<file path="src/rtl/core/sdspi_pkg.sv">
// Shared types and constants for the SD card SPI-mode command engine.
// No dependencies; imported by every module of the block.
`timescale 1ns / 1ps

package sdspi_pkg;

    // Input word kinds (carried on tuser)
    localparam logic [1:0] KIND_START = 2'd0;
    localparam logic [1:0] KIND_XFER  = 2'd1;
    localparam logic [1:0] KIND_TICK  = 2'd2;

    // Command bytes, with start bits, held without the application flag
    localparam logic [6:0] BYTE_CMD0  = 7'h40;
    localparam logic [6:0] BYTE_CMD8  = 7'h48;
    localparam logic [6:0] BYTE_CMD55 = 7'h77;

    // CRC bytes and the idle fill byte
    localparam logic [7:0] CRC_CMD0  = 8'h95;
    localparam logic [7:0] CRC_CMD8  = 8'h87;
    localparam logic [7:0] CRC_OTHER = 8'h01;
    localparam logic [7:0] FILL_BYTE = 8'hFF;

    // Frame byte positions
    localparam logic [2:0] IDX_CS_HIGH = 3'd0;
    localparam logic [2:0] IDX_CS_LOW  = 3'd1;
    localparam logic [2:0] IDX_CMD     = 3'd2;
    localparam logic [2:0] IDX_ARG3    = 3'd3;
    localparam logic [2:0] IDX_ARG2    = 3'd4;
    localparam logic [2:0] IDX_ARG1    = 3'd5;
    localparam logic [2:0] IDX_ARG0    = 3'd6;
    localparam logic [2:0] IDX_CRC     = 3'd7;

    // Configuration
    localparam logic [9:0] TIMEOUT_RESET = 10'd5;
    localparam logic [1:0] REG_TIMEOUT   = 2'd0;
    localparam logic [9:0] ELAPSED_MAX   = 10'd1023;

    // Request to the frame byte selector
    typedef struct packed {
        logic        prefix;
        logic [6:0]  command;
        logic [31:0] argument;
        logic [2:0]  index;
    } frame_req_t;

    // One result word
    typedef struct packed {
        logic       timed_out;
        logic [7:0] response;
        logic       done_res;
        logic       chip_select_n;
        logic [7:0] tx_byte;
        logic       tx_valid;
    } result_t;

endpackage

</file>
<file path="src/rtl/core/sdspi_frame.sv">
// Frame byte selector: picks the byte sent at one position of a command frame.
// Depends on sdspi_pkg.
`timescale 1ns / 1ps

module sdspi_frame (
    input  sdspi_pkg::frame_req_t req,
    output logic [7:0]            frame_byte
);
    import sdspi_pkg::*;

    logic [6:0]  cmd;
    logic [31:0] arg;
    logic [7:0]  crc;

    // Substitute CMD55 with a zero argument while the prefix is pending
    assign cmd = req.prefix ? BYTE_CMD55 : req.command;
    assign arg = req.prefix ? 32'd0 : req.argument;

    // CRC is only checked by the card for CMD0 and CMD8
    always_comb begin
        if (cmd == BYTE_CMD0) begin
            crc = CRC_CMD0;
        end else if (cmd == BYTE_CMD8) begin
            crc = CRC_CMD8;
        end else begin
            crc = CRC_OTHER;
        end
    end

    // Select the byte; argument goes out most significant first
    always_comb begin
        case (req.index)
            IDX_CS_HIGH, IDX_CS_LOW: frame_byte = FILL_BYTE;
            IDX_CMD:                 frame_byte = {1'b0, cmd};
            IDX_ARG3:                frame_byte = arg[31:24];
            IDX_ARG2:                frame_byte = arg[23:16];
            IDX_ARG1:                frame_byte = arg[15:8];
            IDX_ARG0:                frame_byte = arg[7:0];
            default:                 frame_byte = crc;
        endcase
    end

endmodule

</file>
<file path="src/rtl/core/sdspi_ctrl.sv">
// Command sequencer: holds the command state, advances it per accepted word
// and forms the result word. Depends on sdspi_pkg and sdspi_frame.
`timescale 1ns / 1ps

module sdspi_ctrl (
    input  logic                 aclk,
    input  logic                 aresetn,
    input  logic                 accept,
    input  logic [1:0]           kind,
    input  logic [7:0]           cmd_code,
    input  logic [31:0]          argument,
    input  logic [7:0]           rx_byte,
    input  logic [9:0]           timeout_ms,
    output sdspi_pkg::result_t   result
);
    import sdspi_pkg::*;

    localparam logic [1:0] PH_IDLE  = 2'd0;
    localparam logic [1:0] PH_FRAME = 2'd1;
    localparam logic [1:0] PH_POLL  = 2'd2;

    logic [1:0]  phase_reg, phase_next;
    logic [2:0]  idx_reg, idx_next;
    logic [6:0]  cmd_reg, cmd_next;
    logic [31:0] arg_reg, arg_next;
    logic        prefix_reg, prefix_next;
    logic [9:0]  elapsed_reg, elapsed_next;
    logic        expired_reg, expired_next;

    logic        finish;
    logic        finish_to;
    logic        resp_ok;
    logic [9:0]  elapsed_inc;
    frame_req_t  req;
    logic [7:0]  frame_byte;

    assign resp_ok     = ~rx_byte[7];
    assign elapsed_inc = (elapsed_reg != ELAPSED_MAX) ? elapsed_reg + 10'd1 : elapsed_reg;

    // Advance the command state for one accepted word
    always_comb begin
        phase_next   = phase_reg;
        idx_next     = idx_reg;
        cmd_next     = cmd_reg;
        arg_next     = arg_reg;
        prefix_next  = prefix_reg;
        elapsed_next = elapsed_reg;
        expired_next = expired_reg;
        finish       = 1'b0;
        finish_to    = 1'b0;
        if (accept) begin
            case (kind)
                KIND_START: begin
                    if (phase_reg == PH_IDLE) begin
                        prefix_next = cmd_code[7];
                        cmd_next    = cmd_code[6:0];
                        arg_next    = argument;
                        idx_next    = IDX_CS_HIGH;
                        phase_next  = PH_FRAME;
                    end
                end
                KIND_XFER: begin
                    if (phase_reg == PH_FRAME) begin
                        if (idx_reg != IDX_CRC) begin
                            idx_next = idx_reg + 3'd1;
                        end else begin
                            phase_next   = PH_POLL;
                            elapsed_next = '0;
                            expired_next = 1'b0;
                        end
                    end else if (phase_reg == PH_POLL) begin
                        if (resp_ok || expired_reg) begin
                            prefix_next = 1'b0;
                            idx_next    = IDX_CS_HIGH;
                            // CMD55 accepted: go on to the main frame
                            if (prefix_reg && (rx_byte <= 8'd1)) begin
                                phase_next = PH_FRAME;
                            end else begin
                                phase_next = PH_IDLE;
                                finish     = 1'b1;
                                finish_to  = ~resp_ok;
                            end
                        end
                    end
                end
                KIND_TICK: begin
                    // Timer runs only while polling
                    if (phase_reg == PH_POLL) begin
                        elapsed_next = elapsed_inc;
                        if (elapsed_inc >= timeout_ms) begin
                            expired_next = 1'b1;
                        end
                    end
                end
                default: begin
                end
            endcase
        end
    end

    // Byte of the frame position that follows
    assign req.prefix   = prefix_next;
    assign req.command  = cmd_next;
    assign req.argument = arg_next;
    assign req.index    = idx_next;

    sdspi_frame u_frame (
        .req        (req),
        .frame_byte (frame_byte)
    );

    // Form the result word from the new state
    always_comb begin
        result = '0;
        if (finish) begin
            result.done_res  = 1'b1;
            result.response  = rx_byte;
            result.timed_out = finish_to;
        end else begin
            case (phase_next)
                PH_FRAME: begin
                    result.tx_valid      = 1'b1;
                    result.tx_byte       = frame_byte;
                    result.chip_select_n = (idx_next == IDX_CS_HIGH);
                end
                PH_POLL: begin
                    result.tx_valid = 1'b1;
                    result.tx_byte  = FILL_BYTE;
                end
                default: begin
                    result.chip_select_n = 1'b1;
                end
            endcase
        end
    end

    // Control state
    always_ff @(posedge aclk) begin
        if (!aresetn) begin
            phase_reg   <= PH_IDLE;
            idx_reg     <= '0;
            cmd_reg     <= '0;
            arg_reg     <= '0;
            prefix_reg  <= 1'b0;
            elapsed_reg <= '0;
            expired_reg <= 1'b0;
        end else begin
            phase_reg   <= phase_next;
            idx_reg     <= idx_next;
            cmd_reg     <= cmd_next;
            arg_reg     <= arg_next;
            prefix_reg  <= prefix_next;
            elapsed_reg <= elapsed_next;
            expired_reg <= expired_next;
        end
    end

endmodule

</file>
<file path="src/rtl/core/sd_spi_command_engine_top.sv">
// SD card SPI-mode command engine top level: input handshake, configuration
// register, result register. Depends on sdspi_pkg and sdspi_ctrl.
`timescale 1ns / 1ps

// Usage:
//   s_ channel: one word per event. s_tuser selects the kind: start a command
//   (cmd_code and argument used), an SPI byte exchange finished (rx_byte is
//   the byte read back) or a one millisecond tick.
//   m_ channel: exactly one result word per accepted input word, giving the
//   next byte to exchange and chip select, or the finished R1 response.
//   APB port: register 0 at address 0 is the response timeout in ms.
// Timing: a result word appears in the cycle after its input word is accepted.
// Throughput: one word per cycle unless stalled; the state update and result
//   are formed in a single pass between the held state and the result register.
// Reset: the engine returns to idle with the timeout at 5 ms and no result
//   pending.
// Stall: a result waits in the output register while m_tready is low; a new
//   input word is taken in the same cycle the waiting result leaves, and
//   s_tready stays low only while a result is held and not taken.
module sd_spi_command_engine_top (
    input  logic        aclk,
    input  logic        aresetn,
    // Input words
    input  logic        s_tvalid,
    output logic        s_tready,
    input  logic [47:0] s_tdata,   // cmd_code[7:0], argument[39:8], rx_byte[47:40]
    input  logic [1:0]  s_tuser,   // kind[1:0]
    // Result words
    output logic        m_tvalid,
    input  logic        m_tready,
    output logic [23:0] m_tdata,   // tx_valid[0], tx_byte[8:1], chip_select_n[9],
                                   // done_res[10], response[18:11], timed_out[19], zero
    // Configuration
    input  logic        psel,
    input  logic        penable,
    input  logic        pwrite,
    input  logic [1:0]  paddr,
    input  logic [31:0] pwdata,
    output logic [31:0] prdata,
    output logic        pready
);
    import sdspi_pkg::*;

    logic       accept;
    logic [9:0] timeout_reg;
    logic       m_tvalid_reg;
    result_t    result;
    result_t    res_reg;

    // Accept while the result register is empty or draining
    assign s_tready = ~m_tvalid_reg | m_tready;
    assign accept   = s_tvalid & s_tready;

    // Timeout register
    assign pready = 1'b1;
    assign prdata = (paddr == REG_TIMEOUT) ? {22'd0, timeout_reg} : 32'd0;

    always_ff @(posedge aclk) begin
        if (!aresetn) begin
            timeout_reg <= TIMEOUT_RESET;
        end else if (psel && penable && pwrite && pready && (paddr == REG_TIMEOUT)) begin
            timeout_reg <= pwdata[9:0];
        end
    end

    sdspi_ctrl u_ctrl (
        .aclk       (aclk),
        .aresetn    (aresetn),
        .accept     (accept),
        .kind       (s_tuser),
        .cmd_code   (s_tdata[7:0]),
        .argument   (s_tdata[39:8]),
        .rx_byte    (s_tdata[47:40]),
        .timeout_ms (timeout_reg),
        .result     (result)
    );

    // Result register
    always_ff @(posedge aclk) begin
        if (!aresetn) begin
            m_tvalid_reg <= 1'b0;
        end else if (accept) begin
            m_tvalid_reg <= 1'b1;
        end else if (m_tready) begin
            m_tvalid_reg <= 1'b0;
        end
    end

    always_ff @(posedge aclk) begin
        if (accept) begin
            res_reg <= result;
        end
    end

    assign m_tvalid = m_tvalid_reg;
    assign m_tdata  = {4'd0, res_reg.timed_out, res_reg.response, res_reg.done_res,
                       res_reg.chip_select_n, res_reg.tx_byte, res_reg.tx_valid};

    // Every accepted word yields a result word in the next cycle
    a_result_follows: assert property (@(posedge aclk) disable iff (!aresetn)
        accept |=> m_tvalid)
        else $error("accepted word produced no result");

    // A finishing word requests no exchange and keeps the card selected
    a_done_idle_bus: assert property (@(posedge aclk) disable iff (!aresetn)
        (m_tvalid && res_reg.done_res) |-> (!res_reg.tx_valid && !res_reg.chip_select_n))
        else $error("finish word requests an exchange or deselects the card");

    // An exchange with the card deselected only ever sends the fill byte
    a_cs_high_fill: assert property (@(posedge aclk) disable iff (!aresetn)
        (m_tvalid && res_reg.tx_valid && res_reg.chip_select_n)
            |-> (res_reg.tx_byte == FILL_BYTE))
        else $error("deselected exchange carries data");

endmodule
</file>
<file path="config.mk">
export PLATFORM = sky130hd
export DESIGN_NAME = sd_spi_command_engine_top
export DESIGN_NICKNAME = d
export VERILOG_FILES = /design/src/rtl/core/sdspi_pkg.sv /design/src/rtl/core/sdspi_frame.sv /design/src/rtl/core/sdspi_ctrl.sv /design/src/rtl/core/sd_spi_command_engine_top.sv
export SDC_FILE = /design/constraint.sdc
export NUM_CORES = 1
export LEC_CHECK = 0
export ABC_AREA = 1
export BUFFER_PORTS_ARGS = -buffer_cell sky130_fd_sc_hd__buf_2
export CAP_MARGIN = 20
export CELL_PAD_IN_SITES_DETAIL_PLACEMENT = 0
export CELL_PAD_IN_SITES_GLOBAL_PLACEMENT = 2
export CORE_MARGIN = 2
export CORE_UTILIZATION = 30
export CTS_BUF_LIST = sky130_fd_sc_hd__clkbuf_8
export DETAILED_ROUTE_END_ITERATION = 8
export GPL_ROUTABILITY_DRIVEN = 0
export GPL_TIMING_DRIVEN = 0
export MAX_ROUTING_LAYER = met4
export PLACE_DENSITY = 0.81
export SYNTH_ARGS = -nofsm -noshare
export SYNTH_HDL_FRONTEND = slang
export SYNTH_HIERARCHICAL = 1
export SYNTH_SLANG_ARGS = --single-unit
</file>
<file path="constraint.sdc">
create_clock -name aclk -period 5.2 [get_ports aclk]
set_input_delay 1.04 -clock aclk [delete_from_list [all_inputs] [get_ports aclk]]
set_output_delay 1.04 -clock aclk [all_outputs]
set_load 0.05 [all_outputs]
</file>
## Word-level counts from Yosys, hierarchy flattened

Cells that the tools add are included.

- Register bits: 87
- Bits in latches: 0
- Memory bits (writable): 0
- ROM bits: 0
- Input bits: 91
- Logic and storage cells: 116
- Memories kept: 0

- $add $sub $neg: 2
- Multiply operators: 0
- Divide/modulo/power cells: 0
- Magnitude comparators: 2
- Equal/unequal tests: 20
- Shift-type cells: 0
- Mux-type cells: 54
- Bitwise gates (word level): 8
- Reduce and logical (&&, ||, !) cells: 15

Operators with widths:

| operator | count |
|---|---|
| $mux W32 | 4 |
| $mux W10 | 5 |
| $pmux W8 S6 | 1 |
| $mux W7 | 4 |
| $pmux W10 S2 | 1 |
| $mux W1 | 19 |
| $mux W3 | 6 |
| $pmux W9 S2 | 1 |
| $mux W8 | 2 |
| $eq A7 B7 Y1 const B | 2 |
| $mux W2 | 6 |
| $add A10 B1 Y10 const B | 1 |
| $ge A10 B10 Y1 | 1 |
| $ne A10 B10 Y1 const B | 1 |
| $eq A3 B3 Y1 const B | 3 |
| $le A8 B1 Y1 const B | 1 |
| $eq A2 B1 Y1 const B | 3 |
| $eq A2 B2 Y1 const B | 3 |
| $eq A3 B2 Y1 const B | 2 |
| $logic_not A2 Y1 | 3 |
| $ne A2 B1 Y1 const B | 3 |
| $not A1 Y1 | 6 |
| $pmux W1 S2 | 3 |
| $pmux W3 S2 | 1 |
| other kinds (15) | 19 |

## Logic depth before layout (Yosys ltp)

Gate-level depths: netlist (run 1).

- Word-level depth: 13
- Depth in mapped cells: 20
- Mapped depth without buffers: 20

## Hierarchy

Netlist (run 1), hierarchy kept.

By module, submodules not included:

| module | instances | cells an instance | area an instance (µm²) |
|---|---|---|---|
| sdspi_ctrl | 1 | 530 | 3772.4 |
| sd_spi_command_engine_top | 1 | 143 | 1411.4 |
| sdspi_frame | 1 | 163 | 737.0 |

## Worst setup path after synthesis (run 1)

OpenSTA, ideal clock, no wires.

- Path type: input port to flip-flop
- Start: input port s_tvalid
- End: register res_reg, in the netlist m_tdata[3], data pin
- Setup time: 0.255 ns
- Arrival: 3.763 ns
- Required time: 4.945 ns
- Path slack: 1.182 ns
- Stages on the path: 17
- Path buffers: 1
- Cells stage by stage: inv_1 a21oi_1 nand2_1 nor2_2 nand2_2 inv_4 buf_6 or2_1 inv_2 a21oi_1 inv_1 nand2_1 nor2_1 nand3_1 nand3_1 a21oi_1 nor2_1

- Cells in the longest elaborated chain, start to end: 8
- Elaborated cells between the ends (all ways): 25
- Classes of those cells: eq/ne: 10; mux: 12; bitwise: 1; reduce/logical: 2

RTL lines:

| element | line | RTL |
|---|---|---|
| start: declaration | sd_spi_command_engine_top.sv:24 | `input logic s_tvalid,` |
| $and A1 B1 Y1 (*) | sd_spi_command_engine_top.sv:52 | `assign accept = s_tvalid & s_tready;` |
| via accept | sd_spi_command_engine_top.sv:44 | `logic accept;` |
| $mux W7 (*) | sdspi_ctrl.sv:51 | `if (accept) begin` |
| via u_ctrl.cmd_next[2] | sdspi_ctrl.sv:24 | `logic [6:0] cmd_reg, cmd_next;` |
| $mux W7 (*) | sdspi_frame.sv:16 | `assign cmd = req.prefix ? BYTE_CMD55 : req.command;` |
| $eq A7 B7 Y1 | sdspi_frame.sv:23 | `end else if (cmd == BYTE_CMD8) begin` |
| $mux W8 | sdspi_frame.sv:23 |  |
| $mux W8 | sdspi_frame.sv:21 | `if (cmd == BYTE_CMD0) begin` |
| $pmux W8 S6 (*) | sdspi_frame.sv:32 | `case (req.index)` |
| via u_ctrl.frame_byte[2] | sdspi_ctrl.sv:35 | `logic [7:0] frame_byte;` |
| $pmux W9 S2 (*) | sdspi_ctrl.sv:120 | `case (phase_next)` |
| end signal: assignment | sd_spi_command_engine_top.sv:91 | `res_reg <= result;` |
| end: declaration | sd_spi_command_engine_top.sv:48 | `result_t res_reg;` |

The timed path passes the listed nets; every way through them passes the cells marked *.
A chain may end at the register's enable or synchronous reset.

## Worst setup path in the final report (run 1)

- Start: input port m_tready
- End: register res_reg, in the netlist m_tdata[2], data pin

- Elaborated cells between the ends (all ways): 26
- Classes of those cells: eq/ne: 10; mux: 12; bitwise: 2; reduce/logical: 2

RTL lines:

| element | line | RTL |
|---|---|---|
| start: declaration | sd_spi_command_engine_top.sv:30 | `input logic m_tready,` |
| $or A1 B1 Y1 | sd_spi_command_engine_top.sv:51 | `assign s_tready = ~m_tvalid_reg \| m_tready;` |
| $and A1 B1 Y1 | sd_spi_command_engine_top.sv:52 |  |
| via accept | sd_spi_command_engine_top.sv:44 |  |
| $mux W32 | sdspi_ctrl.sv:51 |  |
| via u_ctrl.arg_next[9] | sdspi_ctrl.sv:25 | `logic [31:0] arg_reg, arg_next;` |
| $mux W32 | sdspi_frame.sv:17 | `assign arg = req.prefix ? 32'd0 : req.argument;` |
| $pmux W8 S6 | sdspi_frame.sv:32 |  |
| via u_ctrl.frame_byte[1] | sdspi_ctrl.sv:35 |  |
| $pmux W9 S2 | sdspi_ctrl.sv:120 |  |

The timed path passes the listed nets, and every way through them passes these cells.

==> results.cfg, run 1 <==
[yosys]
synth_top_area_share = 0.227
synthTopCellsByCount = 135 x inv_1, 121 x nand2_1, 118 x nor2_1, 74 x a21oi_1, 67 x dfxtp_1
synth-edff-count = 20
syn-cell-area_um2 = 5920
synthesis.yosys.warnings = 6
ys_seq_elements = 87
post_synth_inst_count = 836
synth_area_leader_cell = dfxtp_1
ys_async_sr_fraction = 0
avg_inst_size_synth_um2 = 7.08
ys_seq_area_frac = 0.328
netlist_cell_types = 43
yosysMostFrequentCell = inv_1
synthTopCellsByArea = dfxtp_1 23%, edfxtp_1 10%, inv_1 8.6%, a211oi_2 8.2%, nand2_1 7.7%
postSynth.topFlopCell = dfxtp_1

[global_routing]
groute.layer.met1.usage = 0.193
grt.busiest_layer = met2
globalRouteMet3Util = 0.0215
largest_net_degree_at_the_start_of_global_routing = 19
grt_use_met2 = 0.244
grt-ovfl-total = 0
grt_first_pass_wirelength_um = 24000
grt_antenna_before_repair = 0
grt_pass1_vias = 4935
globalRouteTotalUtil = 0.150

[timing]
finalClockSkew_ns = 0.0130
max_clock_freq_mhz = 305
rsz0062_at_grt = no
period_needed_ns = 3.28
worst-slew-pin-transition_ns = 0.741
timing.final.setup_violations = 0
hold_violations = 0
finalCritPeriodShare = 0.630
final_max_slew_viols = 0
maxSlewHeadroom = 0.506
worst_slack_ns = 1.92

[finish]
layout_stage_area_growth_over_the_synthesis_result_pct = 19.3
number_of_flip_flops_in_the_largest_register = 32
layout.area.seq_um2 = 1940
finalNetCount = 1078
drive_above_1_share = 0.294
diode_count = 0
multiInputGateArea_um2 = 2940
core_util_final = 0.364
filler_cell_count = 2227

[floorplan]
placementRows = 51
core_area_um2 = 19400
floorplan.io_pins = 150
initial_utilization = 0.305
die_height_um = 144
die-width_um = 144
fp.dieArea_um2 = 20900

[detailed_routing]
dr_total_vias = 5170
drt_drc_violations_left = 0
detail_route.wirelength_um = 14800
route.detailed.wl_per_inst_um = 11.9
antenna_violating_nets_post_route = 0
drt_first_iter_violations = 221
vias_per_cell = 4.16
firstDrtPassIters = 6

[critical_path]
critPathCaptureType = flop
worst_path_most_repeated_cell = nor2_1
worst_ep_required_time_ns = 5.34
critical_path_type = in2reg
cp.arrival_ns = 3.42
critPathMaxStageDelay_ns = 0.39
worstPathMaxFanout = 10
cp_cell_sequence = buf_2, inv_1, a21oi_2, nand2_1, nor2_2, nand2_2, inv_4, buf_6, buf_2, a21oi_1, inv_1, nor2_1, nand3_1, nand2_1, nor2_1, nand3_1, a21oi_1, nor2_1
cp-start-kind = input port
critical-path-slowest-cell = a21oi_2

[clock_tree]
cts_tree = done
cts_num_sinks = 87
cts_h_tree_depth = 3
path_clk_slew_ns = 0.09
root_buffer_selected_by_cts = clkbuf_8
cts_hold_bufs = 0
postCtsSetupRepairBufs = 0
clock_buffers_created_by_tritoncts = 9
cts_resized = 0
clock_insertion_delay_worst_skew_ns = 0.38
cts.path.max_buffers = 2

[power_and_ir_drop]
total_leakage_power_nw = 3.45
cell_int_power_mw = 1.05
power_density_nw_per_um2 = 223
share_seq_of_total_power = 0.462
clock_power_share = 0.311
switching_power_uw = 518
vdd_ir_max_mv = 0.0913
comb_power_share = 0.227
switching_share_of_total_power = 0.329

[run]
max_cap_violations = 0

[run_status]
run_status = completed

[place]
detailedPlacementHpwl_um = 11600
port_buffers = 100
dp_slack_ns = 1.45

[worst_hold_path]
hold_class = reg2reg
## cells by family (layout without fill, tap and decap cells)
family	count (synthesis)	after routing	share of synthesized area
xor gates and xnor gates	6	6	0.00888
AOI/OAI and AO/OA	128	128	0.162
adders and majority gates	14	14	0.0296
buffers and inverters	243	360	0.191
and+or+nand+nor	356	356	0.279
other	2	27	0.00127
DFF	87	87	0.328
## critical path: cells and delay by family
family / cells / cell delay [ns]
AOI/OAI and AO/OA: 3 / 0.65
buffers and inverters: 6 / 0.76
and+or+nand+nor: 9 / 0.95
## worst paths after layout
path                  start              to  slack [ns]  depth (start not counted)
min          timeout_reg[2]  timeout_reg[2]        0.49                          2
max reg2reg        m_tvalid      m_tdata[2]        2.37                         16
max                m_tready      m_tdata[2]        1.92                         18
min reg2reg  timeout_reg[2]  timeout_reg[2]        0.49                          2
## routing by layer
layer / share of wire / vias to the layer above
li1: - / 2798
met1: 0.47 / 2261
met2: 0.48 / 98
met3: 0.034 / 13
met4: 0.013 / 0
met5: 0 / -
## area by class of cell
cell class | count | share of cell area
tap | 265 | 0.0470
inverter | 186 | 0.0992
clock buffer | 9 | 0.0175
buffer | 57 | 0.0613
sequential | 87 | 0.275
clock inverter | 7 | 0.0103
timing repair buffer | 101 | 0.0730
multi-input combinational | 531 | 0.417
## power by group through the flow
stage          Sequential (mW)  Combinational [mW]  Clock [mW]
6_report                 0.727               0.356       0.489
5_1_grt                  0.730               0.394       0.532
3_3_place_gp             0.743               0.357           0
2_1_floorplan            0.777               0.238           0
4_1_cts                  0.727               0.360       0.513
3_5_place_dp             0.743               0.359           0
## placed cells by master, fill, tap and decap left out, types with 2 or more instances in the layout
master,count
a211oi_2,39
a21oi_1,73
a21oi_2,2
buf_2,104
buf_4,35
buf_6,11
clkbuf_1,6
clkbuf_8,9
clkinvlp_2,2
clkinvlp_4,2
conb_1,27
dfxtp_1,67
edfxtp_1,20
ha_1,14
inv_1,135
inv_2,50
nand2_1,121
nand2_2,6
nand3_1,43
nand3_2,3
nand4_1,3
nor2_1,118
nor2_2,8
nor2_4,3
nor3_1,3
nor3_2,2
o21ai_0,3
o21ai_1,3
o21bai_1,3
or2_0,9
or2_1,31
xor2_1,5
## stage by stage
step	total power, mW	cells	cell area [um2]	hold WS (ns)	setup TNS, ns
after floorplan	1.01	861	6010	0.433	0
after global routing	1.66	1243	7060	0.512	0
after CTS	1.60	1243	7060	0.493	0
after detailed placement	1.10	1227	6870	0.480	0
final	1.57	1243	7060	0.490	0
after global placement	1.10	1226	6850	0.475	-0.174
Power figures use the tool's default switching activity.
==> inputs of run 2 (changes only) <==
--- a/config.mk
+++ b/config.mk
@@ -11,13 +11,13 @@
 export CELL_PAD_IN_SITES_DETAIL_PLACEMENT = 0
 export CELL_PAD_IN_SITES_GLOBAL_PLACEMENT = 2
 export CORE_MARGIN = 2
-export CORE_UTILIZATION = 30
+export CORE_UTILIZATION = 27
 export CTS_BUF_LIST = sky130_fd_sc_hd__clkbuf_8
 export DETAILED_ROUTE_END_ITERATION = 8
 export GPL_ROUTABILITY_DRIVEN = 0
 export GPL_TIMING_DRIVEN = 0
 export MAX_ROUTING_LAYER = met4
-export PLACE_DENSITY = 0.81
+export PLACE_DENSITY = 0.77
 export SYNTH_ARGS = -nofsm -noshare
 export SYNTH_HDL_FRONTEND = slang
 export SYNTH_HIERARCHICAL = 1
==> constraint.sdc (replaced) <==
create_clock -name aclk -period 2.85 [get_ports aclk]
set_input_delay 0.57 -clock aclk [delete_from_list [all_inputs] [get_ports aclk]]
set_output_delay 0.57 -clock aclk [all_outputs]
set_load 0.05 [all_outputs]
==> results.cfg, run 2 (synthesis gave the netlist of run 1 again) <==
[floorplan]
die-width_um = 152
die_height_um = 152
placementRows = 54
floorplan.io_pins = 150
fp.dieArea_um2 = 23100
core_area_um2 = 21700
initial_utilization = 0.273

[detailed_routing]
detail_route.wirelength_um = 15500
drt_first_iter_violations = 265
firstDrtPassIters = 4
antenna_violating_nets_post_route = 0
vias_per_cell = 4.16
drt_drc_violations_left = 0
route.detailed.wl_per_inst_um = 12.3
dr_total_vias = 5239

[place]
dp_slack_ns = -0.699
port_buffers = 100
detailedPlacementHpwl_um = 11900
dpl.cell_count = 1241

[run]
max_cap_violations = 0

[critical_path]
reg2reg_from = m_tvalid
cp.arrival_ns = 2.69
worst_path_most_repeated_cell = nor2_1
r2r_end = m_tdata[5]
cp_cell_sequence = a21oi_4, nand2_1, nor2_2, nand2_2, inv_4, buf_6, clkbuf_4, a21oi_1, inv_1, nor2_1, nand3_1, nand2_1, nor2_1, nand3_1, a21oi_1, nor2_1
critPathCaptureType = flop
worst-r2r-setup-slack_ns = 0.31
worst_ep_required_time_ns = 3.00
critPathMaxStageDelay_ns = 0.41
crit_start = m_tvalid
rr_worst_depth = 16
cp-start-kind = flop
worstPathMaxFanout = 10
critical-path-slowest-cell = dfxtp_1
crit_path_end = m_tdata[5]
critical_path_type = reg2reg

[finish]
diode_count = 0
drive_above_1_share = 0.295
final_common_cell = inv_1
mostFrequentLayoutCells = 135 x inv_1, 121 x nand2_1, 118 x nor2_1
number_of_flip_flops_in_the_largest_register = 32
final-instance-count-excl-fill = 1260
layout_stage_area_growth_over_the_synthesis_result_pct = 19.9
filler_cell_count = 2454
finalNetCount = 1080

[clock_tree]
clock_insertion_delay_worst_skew_ns = 0.39
path_clk_slew_ns = 0.09
cts_num_sinks = 87
cts_tree = done
root_buffer_selected_by_cts = clkbuf_8
cts_h_tree_depth = 3
cts_hold_bufs = 0
cts.path.max_buffers = 2
clock_buffers_created_by_tritoncts = 9

[timing]
rsz0062_at_grt = no
timing.final.setup_violations = 0
final_max_slew_viols = 0
finalCritPeriodShare = 0.892
finalSetupTns_ns = 0
max_clock_freq_mhz = 393
finalClockSkew_ns = 0.00979
worst_slack_ns = 0.307
period_needed_ns = 2.54
hold_violations = 0
worst-slew-pin-transition_ns = 0.857
maxSlewHeadroom = 0.429

[global_routing]
grt-ovfl-total = 0
globalRouteTotalUtil = 0.142
grt_antenna_before_repair = 0
largest_net_degree_at_the_start_of_global_routing = 16
grt_pass1_vias = 5191
grt_first_pass_wirelength_um = 25700

[power_and_ir_drop]
vdd_ir_max_mv = 0.216
power_density_nw_per_um2 = 406
total_leakage_power_nw = 3.46

[run_status]
run_status = completed

[worst_hold_path]
hold_class = in2reg
-- run 2: cell count changes in the layout (fill, tap and decap cells not counted) --
cell	previous run	this run
a21oi_4	0	1
clkinvlp_4	2	1
buf_8	1	0
clkinv_1	0	1
buf_2	104	103
buf_4	35	37
clkinv_4	1	2
clkbuf_4	0	1
clkinvlp_2	2	1
-- run 2: timing repair --
| action | 4_1_cts | 5_1_grt |
|---|---|---|
| endpoints found under the hold margin | 0 | 0 |
| endpoints found under the setup margin | 8 | 1 |
| buffers inserted | 2 | 0 |
| resized for setup | 0 | 1 |
| gates cloned | 1 | 0 |
| pin swaps | 1 | 0 |
-- run 2: where the power goes --
group          leakage [nW]  total (mW)  internal (mW)  switching, mW
combinational          2.62       0.655          0.207          0.448
clock                0.0934       0.903          0.406          0.497
sequential            0.745        1.33           1.31         0.0149
total                  3.46        2.88           1.93          0.960
-- run 2: worst max-delay path: cells and delay by family, from the launching register on --
family	cells	cell delay, ns
buffers and inverters	4	0.60
and+or+nand+nor	9	0.85
AOI/OAI and AO/OA	3	0.43
DFF	1	0.41
-- run 2: worst min-delay path by stage --
| stage | startpoint | endpoint | slack (ns) | depth (start not counted) |
|---|---|---|---|---|
| 4_1_cts | pwdata[2] | timeout_reg[2] | 0.37 | 3 |
| 5_1_grt | pwdata[2] | timeout_reg[2] | 0.40 | 3 |
| 3_5_place_dp | u_ctrl/elapsed_reg[4] | u_ctrl/elapsed_reg[4] | 0.48 | 2 |
| 3_3_place_gp | u_ctrl/elapsed_reg[4] | u_ctrl/elapsed_reg[4] | 0.47 | 2 |
| 6_report | pwdata[0] | timeout_reg[0] | 0.39 | 3 |
| 2_1_floorplan | u_ctrl/expired_reg | u_ctrl/expired_reg | 0.43 | 2 |
-- run 2: through the flow --
step	power, mW	hold WS, ns	utilization	area, um2
global placement	2.01	0.473	0.317	6880
finish	2.88	0.392	0.327	7100
CTS	2.93	0.368	0.327	7100
floorplan	1.85	0.433	-	6030
detailed placement	2.01	0.484	0.317	6880
global route	3.05	0.397	0.327	7100
-- run 2: metal layers --
metal / wire (um) / GRT usage / vias up
met2: 7340 / 0.237 / 87
met4: 168 / 0.0387 / 0
li1: - / - / 2807
met3: 542 / 0.0245 / 9
met5: 0 / - / -
met1: 7430 / 0.176 / 2336
-- run 2: area by class of cell --
| type | count | area (um2) | area share |
|---|---|---|---|
| Sequential cell | 87 | 1940 | 0.274 |
| Clock buffer | 9 | 124 | 0.0174 |
| Multi-Input combinational cell | 532 | 2960 | 0.417 |
| Tap cell | 280 | 350 | 0.0493 |
| Buffer | 57 | 435 | 0.0613 |
| Inverter | 186 | 701 | 0.0987 |
| Timing Repair Buffer | 102 | 515 | 0.0726 |
| Clock inverter | 7 | 72.6 | 0.0102 |
